File: src/hw/rtl/tbpf_pkg.sv
`timescale 1ns / 1ps

package tbpf_pkg;

    // screen size
    localparam int SCREEN_WIDTH  = 160;
    localparam int SCREEN_HEIGHT = 144;

    // video memory, split into an even and an odd byte bank
    localparam int VRAM_AW    = 13;
    localparam int BANK_AW    = VRAM_AW - 1;
    localparam int BANK_DEPTH = 1 << BANK_AW;

    // queue between front and back
    localparam int QUEUE_DEPTH = 2;
    localparam int QPTR_W      = $clog2(QUEUE_DEPTH);
    localparam int QCNT_W      = $clog2(QUEUE_DEPTH + 1);

    // tile data base for signed tile indexing
    localparam logic [VRAM_AW-1:0] SIGNED_DATA_BASE = 13'h0800;

    // lcd_control bit positions
    localparam int LCDC_BG_EN     = 0;
    localparam int LCDC_BG_MAP    = 3;
    localparam int LCDC_DATA_MODE = 4;
    localparam int LCDC_WIN_EN    = 5;
    localparam int LCDC_WIN_MAP   = 6;

    localparam logic [7:0] WINDOW_X_OFFSET = 8'd7;
    localparam logic [7:0] PALETTE_RESET   = 8'd252;

    // item operation codes
    localparam logic OP_WRITE  = 1'b0;
    localparam logic OP_RENDER = 1'b1;

    // configuration register indexes
    typedef enum logic [2:0] {
        REG_LCD_CONTROL = 3'd0,
        REG_SCROLL_Y    = 3'd1,
        REG_SCROLL_X    = 3'd2,
        REG_WINDOW_Y    = 3'd3,
        REG_WINDOW_X    = 3'd4,
        REG_BG_PALETTE  = 3'd5
    } tbpf_reg_idx_t;

    typedef struct packed {
        logic        op;
        logic [12:0] vram_addr;
        logic [7:0]  vram_data;
        logic [7:0]  line;
        logic [7:0]  column;
    } tbpf_req_t;

    typedef struct packed {
        logic [7:0] pixel_column;
        logic [1:0] shade;
        logic [7:0] gray;
        logic       drawn;
    } tbpf_rsp_t;

    typedef struct packed {
        logic [7:0] lcd_control;
        logic [7:0] scroll_y;
        logic [7:0] scroll_x;
        logic [7:0] window_y;
        logic [7:0] window_x;
        logic [7:0] bg_palette;
    } tbpf_cfg_t;

    // classified command: for a write addr/data are the store, for a render
    // addr is the tile map entry address
    typedef struct packed {
        logic               is_write;
        logic [VRAM_AW-1:0] addr;
        logic [7:0]         data;
        logic [2:0]         row;
        logic [2:0]         fine_x;
        logic               bg_en;
        logic [7:0]         column;
    } tbpf_cmd_t;

    function automatic logic [7:0] gray_of(input logic [1:0] shade);
        logic [7:0] g;
        unique case (shade)
            2'd0: g = 8'hFF;
            2'd1: g = 8'hCC;
            2'd2: g = 8'h77;
            2'd3: g = 8'h00;
        endcase
        return g;
    endfunction

endpackage

File: src/hw/rtl/tbpf_queue.sv
`timescale 1ns / 1ps

module tbpf_queue (
    input  logic                clk,
    input  logic                rst_n,
    input  logic                push_valid,
    output logic                push_ready,
    input  tbpf_pkg::tbpf_cmd_t push_cmd,
    output logic                pop_valid,
    input  logic                pop_ready,
    output tbpf_pkg::tbpf_cmd_t pop_cmd
);
    import tbpf_pkg::*;

    tbpf_cmd_t         entry_reg [QUEUE_DEPTH];
    logic [QPTR_W-1:0] wr_ptr_reg;
    logic [QPTR_W-1:0] wr_ptr_next;
    logic [QPTR_W-1:0] rd_ptr_reg;
    logic [QPTR_W-1:0] rd_ptr_next;
    logic [QCNT_W-1:0] count_reg;
    logic [QCNT_W-1:0] count_next;
    logic              do_push;
    logic              do_pop;

    assign push_ready = (count_reg != QCNT_W'(QUEUE_DEPTH));
    assign pop_valid  = (count_reg != '0);
    assign pop_cmd    = entry_reg[rd_ptr_reg];
    assign do_push    = push_valid && push_ready;
    assign do_pop     = pop_valid && pop_ready;

    // pointer and fill count update
    always_comb
    begin
        wr_ptr_next = wr_ptr_reg;
        rd_ptr_next = rd_ptr_reg;
        count_next  = count_reg;
        if (do_push)
        begin
            wr_ptr_next = (wr_ptr_reg == QPTR_W'(QUEUE_DEPTH - 1)) ? '0
                        : wr_ptr_reg + QPTR_W'(1);
        end
        if (do_pop)
        begin
            rd_ptr_next = (rd_ptr_reg == QPTR_W'(QUEUE_DEPTH - 1)) ? '0
                        : rd_ptr_reg + QPTR_W'(1);
        end
        if (do_push && !do_pop)
        begin
            count_next = count_reg + QCNT_W'(1);
        end
        else if (!do_push && do_pop)
        begin
            count_next = count_reg - QCNT_W'(1);
        end
    end

    always_ff @(posedge clk or negedge rst_n)
    begin
        if (!rst_n)
        begin
            wr_ptr_reg <= '0;
            rd_ptr_reg <= '0;
            count_reg  <= '0;
        end
        else
        begin
            wr_ptr_reg <= wr_ptr_next;
            rd_ptr_reg <= rd_ptr_next;
            count_reg  <= count_next;
        end
    end

    // entry storage
    always_ff @(posedge clk)
    begin
        if (do_push)
        begin
            entry_reg[wr_ptr_reg] <= push_cmd;
        end
    end

endmodule

File: config.mk
export PLATFORM = sky130hd
export DESIGN_NAME = tbpf_queue
export DESIGN_NICKNAME = d
export VERILOG_FILES = /design/src/hw/rtl/tbpf_pkg.sv /design/src/hw/rtl/tbpf_queue.sv
export SDC_FILE = /design/constraint.sdc
export NUM_CORES = 1
export LEC_CHECK = 0
export ABC_CLOCK_PERIOD_IN_PS = 2440
export BUFFER_PORTS_ARGS = -buffer_cell sky130_fd_sc_hd__clkbuf_2
export CORE_MARGIN = 4
export CORE_UTILIZATION = 46
export CTS_CLUSTER_DIAMETER = 60
export CTS_CLUSTER_SIZE = 30
export DETAILED_ROUTE_END_ITERATION = 16
export PLACE_DENSITY = 0.72
export SKIP_CTS_REPAIR_TIMING = 1
export SYNTH_ARGS = -nofsm -noshare
export SYNTH_HDL_FRONTEND = slang
export SYNTH_SLANG_ARGS = --single-unit
File: constraint.sdc
create_clock -name clk -period 2.44 [get_ports clk]
set_clock_uncertainty 0.05 [all_clocks]
set_input_delay 0.244 -clock clk [delete_from_list [all_inputs] [get_ports clk]]
set_output_delay 0.244 -clock clk [all_outputs]
set_load 0.02 [all_outputs]
==> impl_metrics.env <==
export IMPL_fmax_ghz=0.544
export IMPL_cp_start_kind="register"
export IMPL_first_pass_iters=4
export IMPL_intPower_uw=3110
export IMPL_dp_slack_ns=0.821
export IMPL_final_nets=267
export IMPL_clockPowerShare_pct=21.7
export IMPL_crit_fanout=19
export IMPL_timing_hold_ws_ns=0.0440
export IMPL_ys_top_cells_by_area="edfxtp_1, mux2_4, mux2_2"
export IMPL_antenna_found_initial=0
export IMPL_setup_ws_ns=0.601
export IMPL_syn_avg_cell_area_um2=22.2
export IMPL_insertion_delay_ns=0.33
export IMPL_syn_inst=133
export IMPL_wl_per_cell_um=15.4
export IMPL_grtUsageTotal_pct=13.2
export IMPL_vias=1448
export IMPL_hold_viol=0
export IMPL_synth_top_area_share_pct=75.4
export IMPL_h_tree_depth=3
export IMPL_sw_frac_of_total_pct=31.7
export IMPL_gp_congestion=0.697
export IMPL_critical_path_class="reg2out"
export IMPL_yosysMostFrequentCell="edfxtp_1"
export IMPL_drc=0
export IMPL_syn_nets=175
export IMPL_finalSetupTns_ns=0
export IMPL_num_antenna_cells=0
export IMPL_die_y_um=88.0
export IMPL_vdd_ir_drop_max_v=0.000814
export IMPL_reg2regPathDepth=3
export IMPL_fill_cells=457
export IMPL_clk_pin_slew_ns=0.07
export IMPL_synth_ff_type="edfxtp_1"
export IMPL_ys_warn_count=0
export IMPL_synth_edf_count=74
export IMPL_clockRootBuffer="clkbuf_8"
export IMPL_crit_required_ns=2.15
export IMPL_yosysSeqAreaShare_pct=78.8
export IMPL_postLayoutCoreUtil_pct=60.6
export IMPL_end_kind="primary output"
export IMPL_initial_core_util_pct=48.6
export IMPL_cts_sinks=78
export IMPL_worst_pin_slew_ns=0.396
export IMPL_port_buffers=79
export IMPL_combPwrFrac_pct=36.2
export IMPL_grt_pass1_wl_um=7380
export IMPL_yosys_register_bits=78
export IMPL_largest_reg_flops=74
export IMPL_core_um2=6060
export IMPL_status="completed"
export IMPL_setup_viol=0
export IMPL_synth_top_area_cell="edfxtp_1"
export IMPL_drive_gt1_share_pct=59.6
export IMPL_cp_arrival_ns=1.55
export IMPL_worstHoldPathType="in2reg"
export IMPL_power_density_nw_per_um2=1240
export IMPL_rows=28
export IMPL_final_seq_area_um2=2320
export IMPL_synth_distinct_cells=15
export IMPL_die_w_um=88.0
export IMPL_slew_headroom_pct=73.6
export IMPL_total_power_uw=4560
export IMPL_viasPerCell=4.75
export IMPL_area_growth_pct=24.6
export IMPL_drt_iter0_markers=79
export IMPL_multi_input_area_um2=591
export IMPL_grt_max_degree=24
export IMPL_finalCritPeriodShare_pct=75.4
export IMPL_routed_wl_um=4690
export IMPL_io_pins=80
export IMPL_switching_power_uw=1450
export IMPL_synth_common_cells="edfxtp_1, mux2_4, mux2_2"
export IMPL_antenna_left=0
export IMPL_hold_depth=1
export IMPL_netlist_area_um2=2950
export IMPL_grt_pass1_vias=1535
export IMPL_cts_path_max_buffers=2
export IMPL_min_period_ns=1.84
export IMPL_rsz0062_at_grt="false"
export IMPL_dieArea_um2=7750
export IMPL_cts_tree="yes"
export IMPL_cts_buffers=9
export IMPL_seqPwrFrac_pct=42.1
export IMPL_slew_viol_final=0
export IMPL_cap_violations=0
export IMPL_dp_hpwl_um=3300
export IMPL_grt_ovfl_total=0
export IMPL_leakagePower_uw=0.00148
export IMPL_ys_async_sr_fraction_pct=5.13
## power groups by stage
stage	registers (uW)	clock network, uW	logic (uW)
2_1_floorplan	1940	0	1220
3_3_place_gp	1940	0	1670
3_5_place_dp	1950	0	1680
4_1_cts	1930	1020	1680
5_1_grt	1960	1090	1770
6_report	1920	989	1650
## worst max-delay path: stages (launching register included)
cell	delay [ns]
dfrtp_2	0.36
buf_4	0.31
mux2_2	0.38
clkbuf_2	0.16
## worst paths after layout
| check | from | endpoint | slack (ns) |
|---|---|---|---|
| setup / recovery | rd_ptr_reg | pop_cmd[7] | 0.60 |
| hold / removal | push_cmd[13] | entry_reg[0][13] | 0.04 |
| setup reg to reg | count_reg[0] | entry_reg[1][1] | 0.81 |
| hold reg to reg | count_reg[1] | count_reg[1] | 0.46 |
| max in group asynchronous | rst_n | rd_ptr_reg | 2.00 |
| min in group asynchronous | rst_n | count_reg[0] | 0.20 |
## cell families after synthesis
| kind of cell | synth area share, % |
|---|---|
| flops | 78.8 |
| mux | 16.7 |
| simple gates | 1.15 |
| xor+xnor | 1.49 |
| buf+inv | 1.44 |
| fa+ha+maj | 0.425 |
## metrics by stage
step                instances  instance area (um^2)
finish                    305                  3670
global route              305                  3670
CTS                       304                  3660
detailed placement        288                  3460
global placement          288                  3460
floorplan                 133                  2950
## layer usage
metal	track usage (%)	up-vias	share of wire, %
li1	-	699	-
met1	15.2	696	40
met2	22.0	49	51
met3	5.83	4	7.7
met4	4.81	0	0.70
met5	0	-	0
## cells in the final DEF, fill, tap and decap left out, drive strengths merged
master and n:
mux2 37, inv 1, bufinv 2, clkinv 3
edfxtp 74, ha 1, nand2 2, dfrtp 4
nor2 2, buf 5, xnor2 3, clkbuf 90
xor2 2, nand2b 1, dlygate4sd3 1, or2 1
and3 1
## layout make-up
cell class | instances | area share (%)
Tap cell | 75 | 2.56
Sequential cell | 78 | 63.3
Inverter | 1 | 0.102
Clock inverter | 5 | 2.01
Timing Repair Buffer | 85 | 12.4
Multi-Input combinational cell | 50 | 16.1
Clock buffer | 11 | 3.58
No activity file was read; power rests on OpenSTA's default activity.
