===== src/hw/rtl/tbpf_pkg.sv =====
`timescale 1ns / 1ps

package tbpf_pkg;

    // screen size
    localparam int SCREEN_WIDTH  = 160;
    localparam int SCREEN_HEIGHT = 144;

    // video memory, split into an even and an odd byte bank
    localparam int VRAM_AW    = 13;
    localparam int BANK_AW    = VRAM_AW - 1;
    localparam int BANK_DEPTH = 1 << BANK_AW;

    // queue between front and back
    localparam int QUEUE_DEPTH = 2;
    localparam int QPTR_W      = $clog2(QUEUE_DEPTH);
    localparam int QCNT_W      = $clog2(QUEUE_DEPTH + 1);

    // tile data base for signed tile indexing
    localparam logic [VRAM_AW-1:0] SIGNED_DATA_BASE = 13'h0800;

    // lcd_control bit positions
    localparam int LCDC_BG_EN     = 0;
    localparam int LCDC_BG_MAP    = 3;
    localparam int LCDC_DATA_MODE = 4;
    localparam int LCDC_WIN_EN    = 5;
    localparam int LCDC_WIN_MAP   = 6;

    localparam logic [7:0] WINDOW_X_OFFSET = 8'd7;
    localparam logic [7:0] PALETTE_RESET   = 8'd252;

    // item operation codes
    localparam logic OP_WRITE  = 1'b0;
    localparam logic OP_RENDER = 1'b1;

    // configuration register indexes
    typedef enum logic [2:0] {
        REG_LCD_CONTROL = 3'd0,
        REG_SCROLL_Y    = 3'd1,
        REG_SCROLL_X    = 3'd2,
        REG_WINDOW_Y    = 3'd3,
        REG_WINDOW_X    = 3'd4,
        REG_BG_PALETTE  = 3'd5
    } tbpf_reg_idx_t;

    typedef struct packed {
        logic        op;
        logic [12:0] vram_addr;
        logic [7:0]  vram_data;
        logic [7:0]  line;
        logic [7:0]  column;
    } tbpf_req_t;

    typedef struct packed {
        logic [7:0] pixel_column;
        logic [1:0] shade;
        logic [7:0] gray;
        logic       drawn;
    } tbpf_rsp_t;

    typedef struct packed {
        logic [7:0] lcd_control;
        logic [7:0] scroll_y;
        logic [7:0] scroll_x;
        logic [7:0] window_y;
        logic [7:0] window_x;
        logic [7:0] bg_palette;
    } tbpf_cfg_t;

    // classified command: for a write addr/data are the store, for a render
    // addr is the tile map entry address
    typedef struct packed {
        logic               is_write;
        logic [VRAM_AW-1:0] addr;
        logic [7:0]         data;
        logic [2:0]         row;
        logic [2:0]         fine_x;
        logic               bg_en;
        logic [7:0]         column;
    } tbpf_cmd_t;

    function automatic logic [7:0] gray_of(input logic [1:0] shade);
        logic [7:0] g;
        unique case (shade)
            2'd0: g = 8'hFF;
            2'd1: g = 8'hCC;
            2'd2: g = 8'h77;
            2'd3: g = 8'h00;
        endcase
        return g;
    endfunction

endpackage


===== src/hw/rtl/tbpf_front.sv =====
`timescale 1ns / 1ps

module tbpf_front (
    input  logic             clk,
    input  logic             rst_n,
    input  logic             cfg_we,
    input  logic [2:0]       cfg_index,
    input  logic [7:0]       cfg_data,
    input  logic             req_valid,
    output logic             req_ready,
    input  tbpf_pkg::tbpf_req_t req,
    output tbpf_pkg::tbpf_cfg_t cfg,
    output logic             push_valid,
    input  logic             push_ready,
    output tbpf_pkg::tbpf_cmd_t push_cmd
);
    import tbpf_pkg::*;

    tbpf_cfg_t  cfg_reg;
    tbpf_cfg_t  cfg_next;
    logic       on_screen;
    logic       window_on;
    logic       map_sel;
    logic [7:0] win_x;
    logic [7:0] ty;
    logic [7:0] tx;

    // configuration register decode
    always_comb
    begin
        cfg_next = cfg_reg;
        if (cfg_we)
        begin
            unique case (cfg_index)
                REG_LCD_CONTROL: cfg_next.lcd_control = cfg_data;
                REG_SCROLL_Y:    cfg_next.scroll_y    = cfg_data;
                REG_SCROLL_X:    cfg_next.scroll_x    = cfg_data;
                REG_WINDOW_Y:    cfg_next.window_y    = cfg_data;
                REG_WINDOW_X:    cfg_next.window_x    = cfg_data;
                REG_BG_PALETTE:  cfg_next.bg_palette  = cfg_data;
                default:         cfg_next = cfg_reg;
            endcase
        end
    end

    always_ff @(posedge clk or negedge rst_n)
    begin
        if (!rst_n)
        begin
            cfg_reg <= '{8'd0, 8'd0, 8'd0, 8'd0, 8'd0, PALETTE_RESET};
        end
        else
        begin
            cfg_reg <= cfg_next;
        end
    end

    assign cfg = cfg_reg;

    // window or scrolled background coordinates
    always_comb
    begin
        window_on = cfg_reg.lcd_control[LCDC_WIN_EN] && (cfg_reg.window_y <= req.line);
        win_x     = cfg_reg.window_x - WINDOW_X_OFFSET;
        if (window_on)
        begin
            map_sel = cfg_reg.lcd_control[LCDC_WIN_MAP];
            ty      = req.line - cfg_reg.window_y;
            tx      = req.column - win_x;
        end
        else
        begin
            map_sel = cfg_reg.lcd_control[LCDC_BG_MAP];
            ty      = req.line + cfg_reg.scroll_y;
            tx      = req.column + cfg_reg.scroll_x;
        end
    end

    // off-screen renders are dropped at transfer
    assign on_screen = ({1'b0, req.line} < 9'(SCREEN_HEIGHT))
                    && ({1'b0, req.column} < 9'(SCREEN_WIDTH));

    // classify into a queue command
    always_comb
    begin
        push_cmd.is_write = (req.op == OP_WRITE);
        push_cmd.data     = req.vram_data;
        push_cmd.row      = ty[2:0];
        push_cmd.fine_x   = tx[2:0];
        push_cmd.bg_en    = cfg_reg.lcd_control[LCDC_BG_EN];
        push_cmd.column   = req.column;
        if (req.op == OP_WRITE)
        begin
            push_cmd.addr = req.vram_addr;
        end
        else
        begin
            push_cmd.addr = {2'b11, map_sel, ty[7:3], tx[7:3]};
        end
    end

    assign push_valid = req_valid && ((req.op == OP_WRITE) || on_screen);
    assign req_ready  = push_ready;

endmodule


===== config.mk =====
export PLATFORM = sky130hd
export DESIGN_NAME = tbpf_front
export DESIGN_NICKNAME = d
export VERILOG_FILES = /design/src/hw/rtl/tbpf_pkg.sv /design/src/hw/rtl/tbpf_front.sv
export SDC_FILE = /design/constraint.sdc
export NUM_CORES = 1
export LEC_CHECK = 0
export BUFFER_PORTS_ARGS = -buffer_cell sky130_fd_sc_hd__buf_2
export CORE_MARGIN = 8
export CORE_UTILIZATION = 50
export CTS_CLUSTER_SIZE = 12
export DETAILED_ROUTE_END_ITERATION = 8
export PLACE_DENSITY = 0.85
export SLEW_MARGIN = 20
export SYNTH_ARGS = -nofsm -noshare
export SYNTH_HDL_FRONTEND = slang
export SYNTH_SLANG_ARGS = --single-unit

===== constraint.sdc =====
create_clock -name clk -period 3.3 [get_ports clk]
set_input_delay 0.495 -clock clk [delete_from_list [all_inputs] [get_ports clk]]
set_output_delay 0.495 -clock clk [all_outputs]
set_load 0.005 [all_outputs]

==> run metrics, run 1 <==
maximum capacitance violations=0; PortBufs=122; CP required=2800 ps; Mapped Cells=370; die width=102 microns; Leakage=2.26 nW; Final WS setup=86.2 ps; CTS root buffer=clkbuf_8; # IOs=141; reg2reg end=cfg[45]; max-slew violations=0; Seq cells post-synth=48; reg2reg start=cfg[45]; Routability Congestion=0.863; largest net degree at the start of global routing=49; Final Cycle Share=97.4%; vias in the first global route=3159; Synth area leader=dfrtp_1; internal power=1.72 mW; met2 Usage GRT=32.8%; syn_nets=463; first-pass GRT wire length=15.9 mm; grt ovf=0; ys async rst share=100%; detailed-route DRC error count=0; Area growth, synth to finish=22.3%; antenna violations before repair=0; layout cell share with drive strength beyond 1=43.4%; CTS tree=yes; met1 Use GR=24.1%; setup_tns=0 ps; Tightest Pin Transition=586 ps; Area contributors post-synth=dfrtp_1 28%, mux2_2 14%, ha_1 12%, dfstp_2 4.3%, buf_4 3.7%; Core Region=7210 sq um; Place WS=28.8 ps; DIE HEIGHT=102 microns; Crit path arrival time=2720 ps; Final ANT Viol Nets=0; number of distinct library cells after synthesis=54; met3 usage=3.75%; Pwr Density=598 nW/um^2; clk slew on worst S/H paths=90 ps; synth warn=0; RSZ-0062 raised after global routing=false; maximum vdd drop=0.496 mV; critical path class=flop to primary output; R2R depth=1; Worst slew margin=60.9%; row count=31; Setup-failing EPs final=0; Sw Share=36.3%; status=completed; minimum clock period=3210 ps; drt total wl=10.5 mm; routed len/inst=18.0 microns; cts bufs inserted=5; top-count cell post-synth=mux2_2; post-synthesis sequential area ratio=32.7%; CTS sink count=48; clk_lat worst skew=280 ps; Starting Density=51.2%; CTS max path bufs=2; Post-synth EDFFs=0; sw power=0.981 mW; Clk pwr share=17.6%; Critical Path End Type=primary output; Global Route Usage Sum=19.4%; Most Used Layer, Global Route=met2; DIE AREA=10400 sq um; Post-Syn Area per Cell=9.99 sq um; CP Max Fanout=3; min-delay worst type=primary input to asynchronous set/reset pin; Vias=3163; detailed placement HPWL=8.63 mm; post-route clock skew=0 ps; prevailing post-synth register cell=dfrtp_1; CP startpoint kind=flop; max reg flops=48; synthesized area=3700 sq um; Vias/cell=5.43; part of the power in registers=31.4%; DRT Pass-1 Iters=4; Post-synth top cells=46 x mux2_2, 42 x dfrtp_1, 35 x ha_1; H-tree depth=2; Nets=577; Fmax=0.311 GHz; 1st-iter DRT viols=68; Hold Vio Cnt, Final=0; reg2reg setup slack=2440 ps; Comb pwr share=50.9%; Synth top area share=28.4%; n_diodes=0
## layer usage
layer	routed length, microns	part of all wire, %
met2	5030	48
met1	4470	43
met5	0	0
met3	806	7.7
met4	184	1.8
## placed cells by master (no fill, tap or decap), types with 4 or more instances in the layout
cell type / netlist / final
a21oi_1: 25 / 23
a31oi_1: 7 / 7
inv_1: 28 / 28
or2_2: 4 / 4
o21ai_0: 25 / 25
xor2_1: 6 / 6
ha_1: 35 / 34
xnor2_1: 13 / 13
a211oi_1: 5 / 5
nor2_1: 18 / 18
dfstp_2: 6 / 6
buf_2: 1 / 121
mux2_2: 46 / 45
clkbuf_8: 0 / 5
dfrtp_1: 42 / 42
nand2_1: 20 / 20
buf_4: 18 / 8
nor3_1: 4 / 4
a21o_1: 7 / 7
buf_6: 2 / 4
## cell type report
type	instances	area [sq um]
clock buffer	5	68.8
clock inverter	2	60.1
timing repair buffer	134	731
fill	632	2690
sequential	48	1210
multi-input combinational	267	2220
tap	99	124
inverter	28	105
## worst max-delay path by stage
stage,slack [ps],endpoint,start
2_1_floorplan,340,push_cmd[29],req[8]
3_3_place_gp,60,push_cmd[9],req[8]
3_5_place_dp,30,push_cmd[9],req[8]
4_1_cts,0.5,push_cmd[29],cfg[16]
5_1_grt,0.8,push_cmd[33],cfg[16]
6_report,90,push_cmd[29],cfg[16]
## power by group through the flow
| stage | sequential (mW) | clock, mW | combinational [mW] |
|---|---|---|---|
| after detailed placement | 0.857 | 0 | 1.32 |
| after global placement | 0.847 | 0 | 1.29 |
| after floorplan | 0.835 | 0 | 0.850 |
| after global routing | 0.864 | 0.509 | 1.52 |
| after CTS | 0.845 | 0.486 | 1.35 |
| final | 0.849 | 0.477 | 1.38 |
## metrics by stage
step | cell area (sq um) | utilization (%) | instances | hold WS (ps) | power, mW
floorplan | 3700 | - | 370 | 199 | 1.68
global placement | 4300 | 59.6 | 570 | 485 | 2.14
detailed placement | 4300 | 59.6 | 570 | 495 | 2.17
CTS | 4470 | 61.9 | 580 | 409 | 2.68
global route | 4520 | 62.7 | 583 | 241 | 2.89
finish | 4520 | 62.7 | 583 | 203 | 2.70
## timing repair
item / 4_1_cts / 5_1_grt
gates resized for setup: 3 / 8
buffers inserted: 3 / 3
pin swaps: 1 / 8
hold buffers: 0 / 0
endpoints found under the setup margin: 4 / 14
## cells by family after synthesis
family,synth area share (%)
buffers and inverters,7.85
XOR/XNOR,4.50
AND/OR/NAND/NOR,10.4
flip-flops,32.7
AO/OA/AOI/OAI,15.2
adder cells (fa/ha/maj),14.0
multiplexers,15.4
## critical path, cell delays in order (launching register included)
cell     delay [ps]
dfrtp_1         400
ha_2            190
inv_1            50
fa_2            350
and3_4          160
or3_4           390
a22oi_4         150
buf_6           150
mux2_1          330
a21oi_1         120
buf_2           130
Note: power is estimated with default switching activity, not from simulation.
==> run 2, diff against run 1 <==
--- a/config.mk
+++ b/config.mk
@@ -6,6 +6,7 @@
 export NUM_CORES = 1
 export LEC_CHECK = 0
 export BUFFER_PORTS_ARGS = -buffer_cell sky130_fd_sc_hd__buf_2
+export CORE_ASPECT_RATIO = 0.6
 export CORE_MARGIN = 8
 export CORE_UTILIZATION = 50
 export CTS_CLUSTER_SIZE = 12
==> run metrics, run 2 (synthesis results as in run 1) <==
Final ANT Viol Nets=0; commonest non-fill, non-tap cell in the layout=buf_2; drt total wl=10.9 mm; RSZ-0062 raised after global routing=true; antenna violations before repair=0; Vias/cell=5.56; Final WS setup=80.5 ps; first-pass GRT wire length=16.4 mm; maximum capacitance violations=0; # IOs=141; Fillers=627; M1 wire length=5.14 mm; Routability Congestion=0.877; minimum clock period=3220 ps; met3 WL=1.14 mm; Tightest Pin Transition=600 ps; Hold Vio Cnt, Final=0; Nets=575; 1st-iter DRT viols=175; CP Max Fanout=8; die width=127 microns; Hold WS=213 ps; DRT Pass-1 Iters=4; largest net degree at the start of global routing=49; max reg flops=48; row count=24; detailed placement HPWL=8.79 mm; Top Metal Used=met4; detailed-route DRC error count=0; Crit path arrival time=2720 ps; Fmax=0.311 GHz; vias in the first global route=3103; max-slew violations=0; Global Route Usage Sum=19.7%; area taken by multi-input logic gates=2230 sq um; register area=1210 sq um; Final Cycle Share=97.6%; Pwr Density=634 nW/um^2; Vias=3191; CTS tree=yes; CTS sink count=48; Starting Density=51.3%; setup_tns=0 ps; H-tree depth=2; layout cell share with drive strength beyond 1=43.1%; Area growth, synth to finish=23.7%; n_diodes=0; CTS max path bufs=2; reg2reg start=cfg[25]; most frequent cells in the layout=120 x buf_2, 43 x mux2_2, 42 x dfrtp_1; min-delay worst type=primary input to asynchronous set/reset pin; status=completed; Leakage=2.30 nW; cts bufs inserted=5; clk slew on worst S/H paths=60 ps; routed len/inst=18.9 microns; met2 wire length=4.53 mm; Place WS=65.5 ps; PortBufs=122; Final Power=2.90 mW; critical path class=flop to primary output; critical path startpoint=cfg[16]; grt ovf=0; Setup-failing EPs final=0; DIE HEIGHT=82.6 microns; maximum vdd drop=0.352 mV; clk_lat worst skew=280 ps; Core Region=7210 sq um; Worst slew margin=59.9%; DIE AREA=10500 sq um; CTS root buffer=clkbuf_16; post-route clock skew=0 ps; Critical Path End Type=primary output; CP required=2800 ps; CP startpoint kind=flop
## run 2: cell type report
| class | count | share of cell area [%] |
|---|---|---|
| repair buffers | 132 | 15.9 |
| clock inverters | 2 | 1.31 |
| inverters | 28 | 2.30 |
| multi-input cells | 267 | 48.7 |
| flip-flops and latches | 48 | 26.4 |
| clock buffers | 6 | 2.82 |
| well taps | 91 | 2.49 |
## run 2: worst max-delay path: stages, from the launching register on
cell and delay [ps]:
dfrtp_1 380, ha_2 190, inv_2 40, fa_2 360, and3_4 170, or3_4 330, a22oi_4 310, buf_12 190
mux2_2 330, buf_2 130
## run 2: worst paths after layout
path	cells past startpoint	slack, ps	to
worst max-delay path	9	80	push_cmd[9]
worst min-delay path	1	210	cfg[1]
worst max register to register	1	2480	cfg[25]
worst min register to register	1	510	cfg[44]
max in group asynchronous	1	2680	cfg[13]
min in group clk	1	510	cfg[44]
## run 2: stage by stage
| step | std cells | cell area, sq um | utilization (%) |
|---|---|---|---|
| 5_1_grt | 574 | 4570 | 63.4 |
| 3_5_place_dp | 562 | 4290 | 59.6 |
| 4_1_cts | 570 | 4480 | 62.2 |
| 3_3_place_gp | 562 | 4290 | 59.6 |
| 6_report | 574 | 4570 | 63.4 |
| 2_1_floorplan | 370 | 3700 | - |
## run 2: layer usage
metal	up-vias	global-route usage (%)
met5	-	0
met4	0	1.65
met3	10	7.37
met2	144	30.6
met1	1498	26.8
li1	1539	-
## run 2: what timing repair did
action	CTS	global route
endpoints found under the hold margin	0	0
setup buffers	0	3
hold buffers	0	0
gates resized for setup	0	11
endpoints found under the setup margin	0	14
## run 2: report_power, final
part | internal [mW] | switching, mW
Clock | 0.434 | 0.204
Sequential | 0.730 | 0.104
Combinational | 0.707 | 0.717
Total | 1.87 | 1.03
==> run 3, diff against run 2 <==
--- a/config.mk
+++ b/config.mk
@@ -7,11 +7,12 @@
 export LEC_CHECK = 0
 export BUFFER_PORTS_ARGS = -buffer_cell sky130_fd_sc_hd__buf_2
 export CORE_ASPECT_RATIO = 0.6
-export CORE_MARGIN = 8
+export CORE_MARGIN = 1.5
 export CORE_UTILIZATION = 50
 export CTS_CLUSTER_SIZE = 12
 export DETAILED_ROUTE_END_ITERATION = 8
 export PLACE_DENSITY = 0.85
+export SETUP_SLACK_MARGIN = 0.5
 export SLEW_MARGIN = 20
 export SYNTH_ARGS = -nofsm -noshare
 export SYNTH_HDL_FRONTEND = slang
==> run metrics, run 3 (synthesis results as in run 1) <==
CTS max path bufs=2; CTS tree=yes; status=completed; CP startpoint kind=primary input; setup_tns=0 ps; detailed-route DRC error count=0; Worst slew margin=58.7%; Pwr Density=625 nW/um^2; cts bufs inserted=5; PortBufs=122; detailed placement HPWL=7.92 mm; Area growth, synth to finish=29.0%; Worst path max stage delay=360 ps; Hold Vio Cnt, Final=0; H-tree depth=2; maximum vdd drop=0.284 mV; slowest CP cell=fa_2; critical path class=primary input to primary output; grt ovf=0; stages on the worst setup path=12; drt total wl=10.5 mm; max reg flops=48; Nets=585; Vias=3308; n_diodes=0; DRT Pass-1 Iters=5; Fmax=0.318 GHz; largest net degree at the start of global routing=49; CP Max Fanout=4; post-route clock skew=0 ps; Placed Area=4330 sq um; CTS root buffer=clkbuf_16; clk slew on worst S/H paths=60 ps; Final Cycle Share=95.2%; maximum capacitance violations=0; CP required=2800 ps; min-delay worst type=primary input to asynchronous set/reset pin; layout cell share with drive strength beyond 1=48.1%; antenna violations before repair=0; first-pass GRT wire length=16.2 mm; Setup-failing EPs final=0; CP top delay family=buffers and inverters; most frequent cells in the layout=120 x buf_2, 45 x mux2_2, 42 x dfrtp_1; CP Buf/Inv Count=5; commonest non-fill, non-tap cell in the layout=buf_2; row count=24; DIE HEIGHT=69.6 microns; Leakage=2.36 nW; Hold WS=219 ps; R2R depth=2; # IOs=141; Fillers=589; Crit path arrival time=2650 ps; Critical Path End Type=primary output; max-slew violations=0; 1st-iter DRT viols=162; routed len/inst=18.0 microns; Final Instance Area=4770 sq um; Core Region=7210 sq um; CTS sink count=48; Vias/cell=5.66; DIE AREA=7930 sq um; Starting Density=51.3%; die width=114 microns; Tightest Pin Transition=619 ps; vias in the first global route=3069; RSZ-0062 raised after global routing=true; Global Route Usage Sum=25.9%; minimum clock period=3140 ps; Final ANT Viol Nets=0; final core utilization=66.2%; crit path cell chain=buf_4, inv_12, ha_4, inv_2, fa_2, and3_4, or3_4, a22oi_4, buf_6, mux2_4, a21oi_2, buf_2; clk_lat worst skew=280 ps; Routability Congestion=0.908
-- run 3: cell count changes in the layout (fill, tap and decap cells not counted), sizes merged --
cell | previous run | this run
clkinv | 0 | 1
clkbuf | 7 | 6
bufinv | 2 | 1
buf | 131 | 142
-- run 3: cell type report --
| class | count | area [sq um] | area share [%] |
|---|---|---|---|
| multi-input combinational | 267 | 2330 | 48.9 |
| clock buffer | 6 | 139 | 2.91 |
| sequential | 48 | 1210 | 25.3 |
| inverter | 28 | 118 | 2.47 |
| clock inverter | 2 | 38.8 | 0.813 |
| timing repair buffer | 142 | 817 | 17.1 |
| tap | 91 | 114 | 2.39 |
-- run 3: timing repair --
item                       4_1_cts  5_1_grt
setup buffers                    8        5
hold buffers                     0        0
resized for setup               19       13
cloned                           1        0
pin swaps                       10       11
setup endpoints to repair       17       17
-- run 3: metal layers --
layer,vias up,GRT usage (%),part of all wire [%]
li1,1555,-,-
met1,1590,39.5,48
met2,157,38.8,44
met3,6,5.68,7.7
met4,0,2.50,0.16
met5,-,0,0
-- run 3: per-stage QoR --
step / setup WS (ps) / instances / total power [mW]
floorplan: 475 / 370 / 1.70
global placement: 120 / 562 / 2.11
detailed placement: 41.7 / 562 / 2.17
CTS: 183 / 579 / 2.90
global route: 106 / 584 / 3.17
finish: 160 / 584 / 2.98
-- run 3: worst paths after layout --
path / startpoint / to / slack, ps
max: req[8] / push_cmd[28] / 160
min: rst_n / cfg[40] / 220
max reg2reg: cfg[16] / cfg[16] / 2380
min reg2reg: cfg[42] / cfg[42] / 510
max in group asynchronous: rst_n / cfg[31] / 2650
min in group clk: cfg[42] / cfg[42] / 510
-- run 3: worst register-to-register path: stages (launching register included) --
cell and delay (ps):
dfrtp_1 400, buf_4 150, mux2_2 260
-- run 3: where the power goes --
part           internal (mW)  switching (mW)  total [mW]
clock                  0.379           0.214       0.594
sequential             0.730           0.105       0.835
combinational          0.792           0.759        1.55
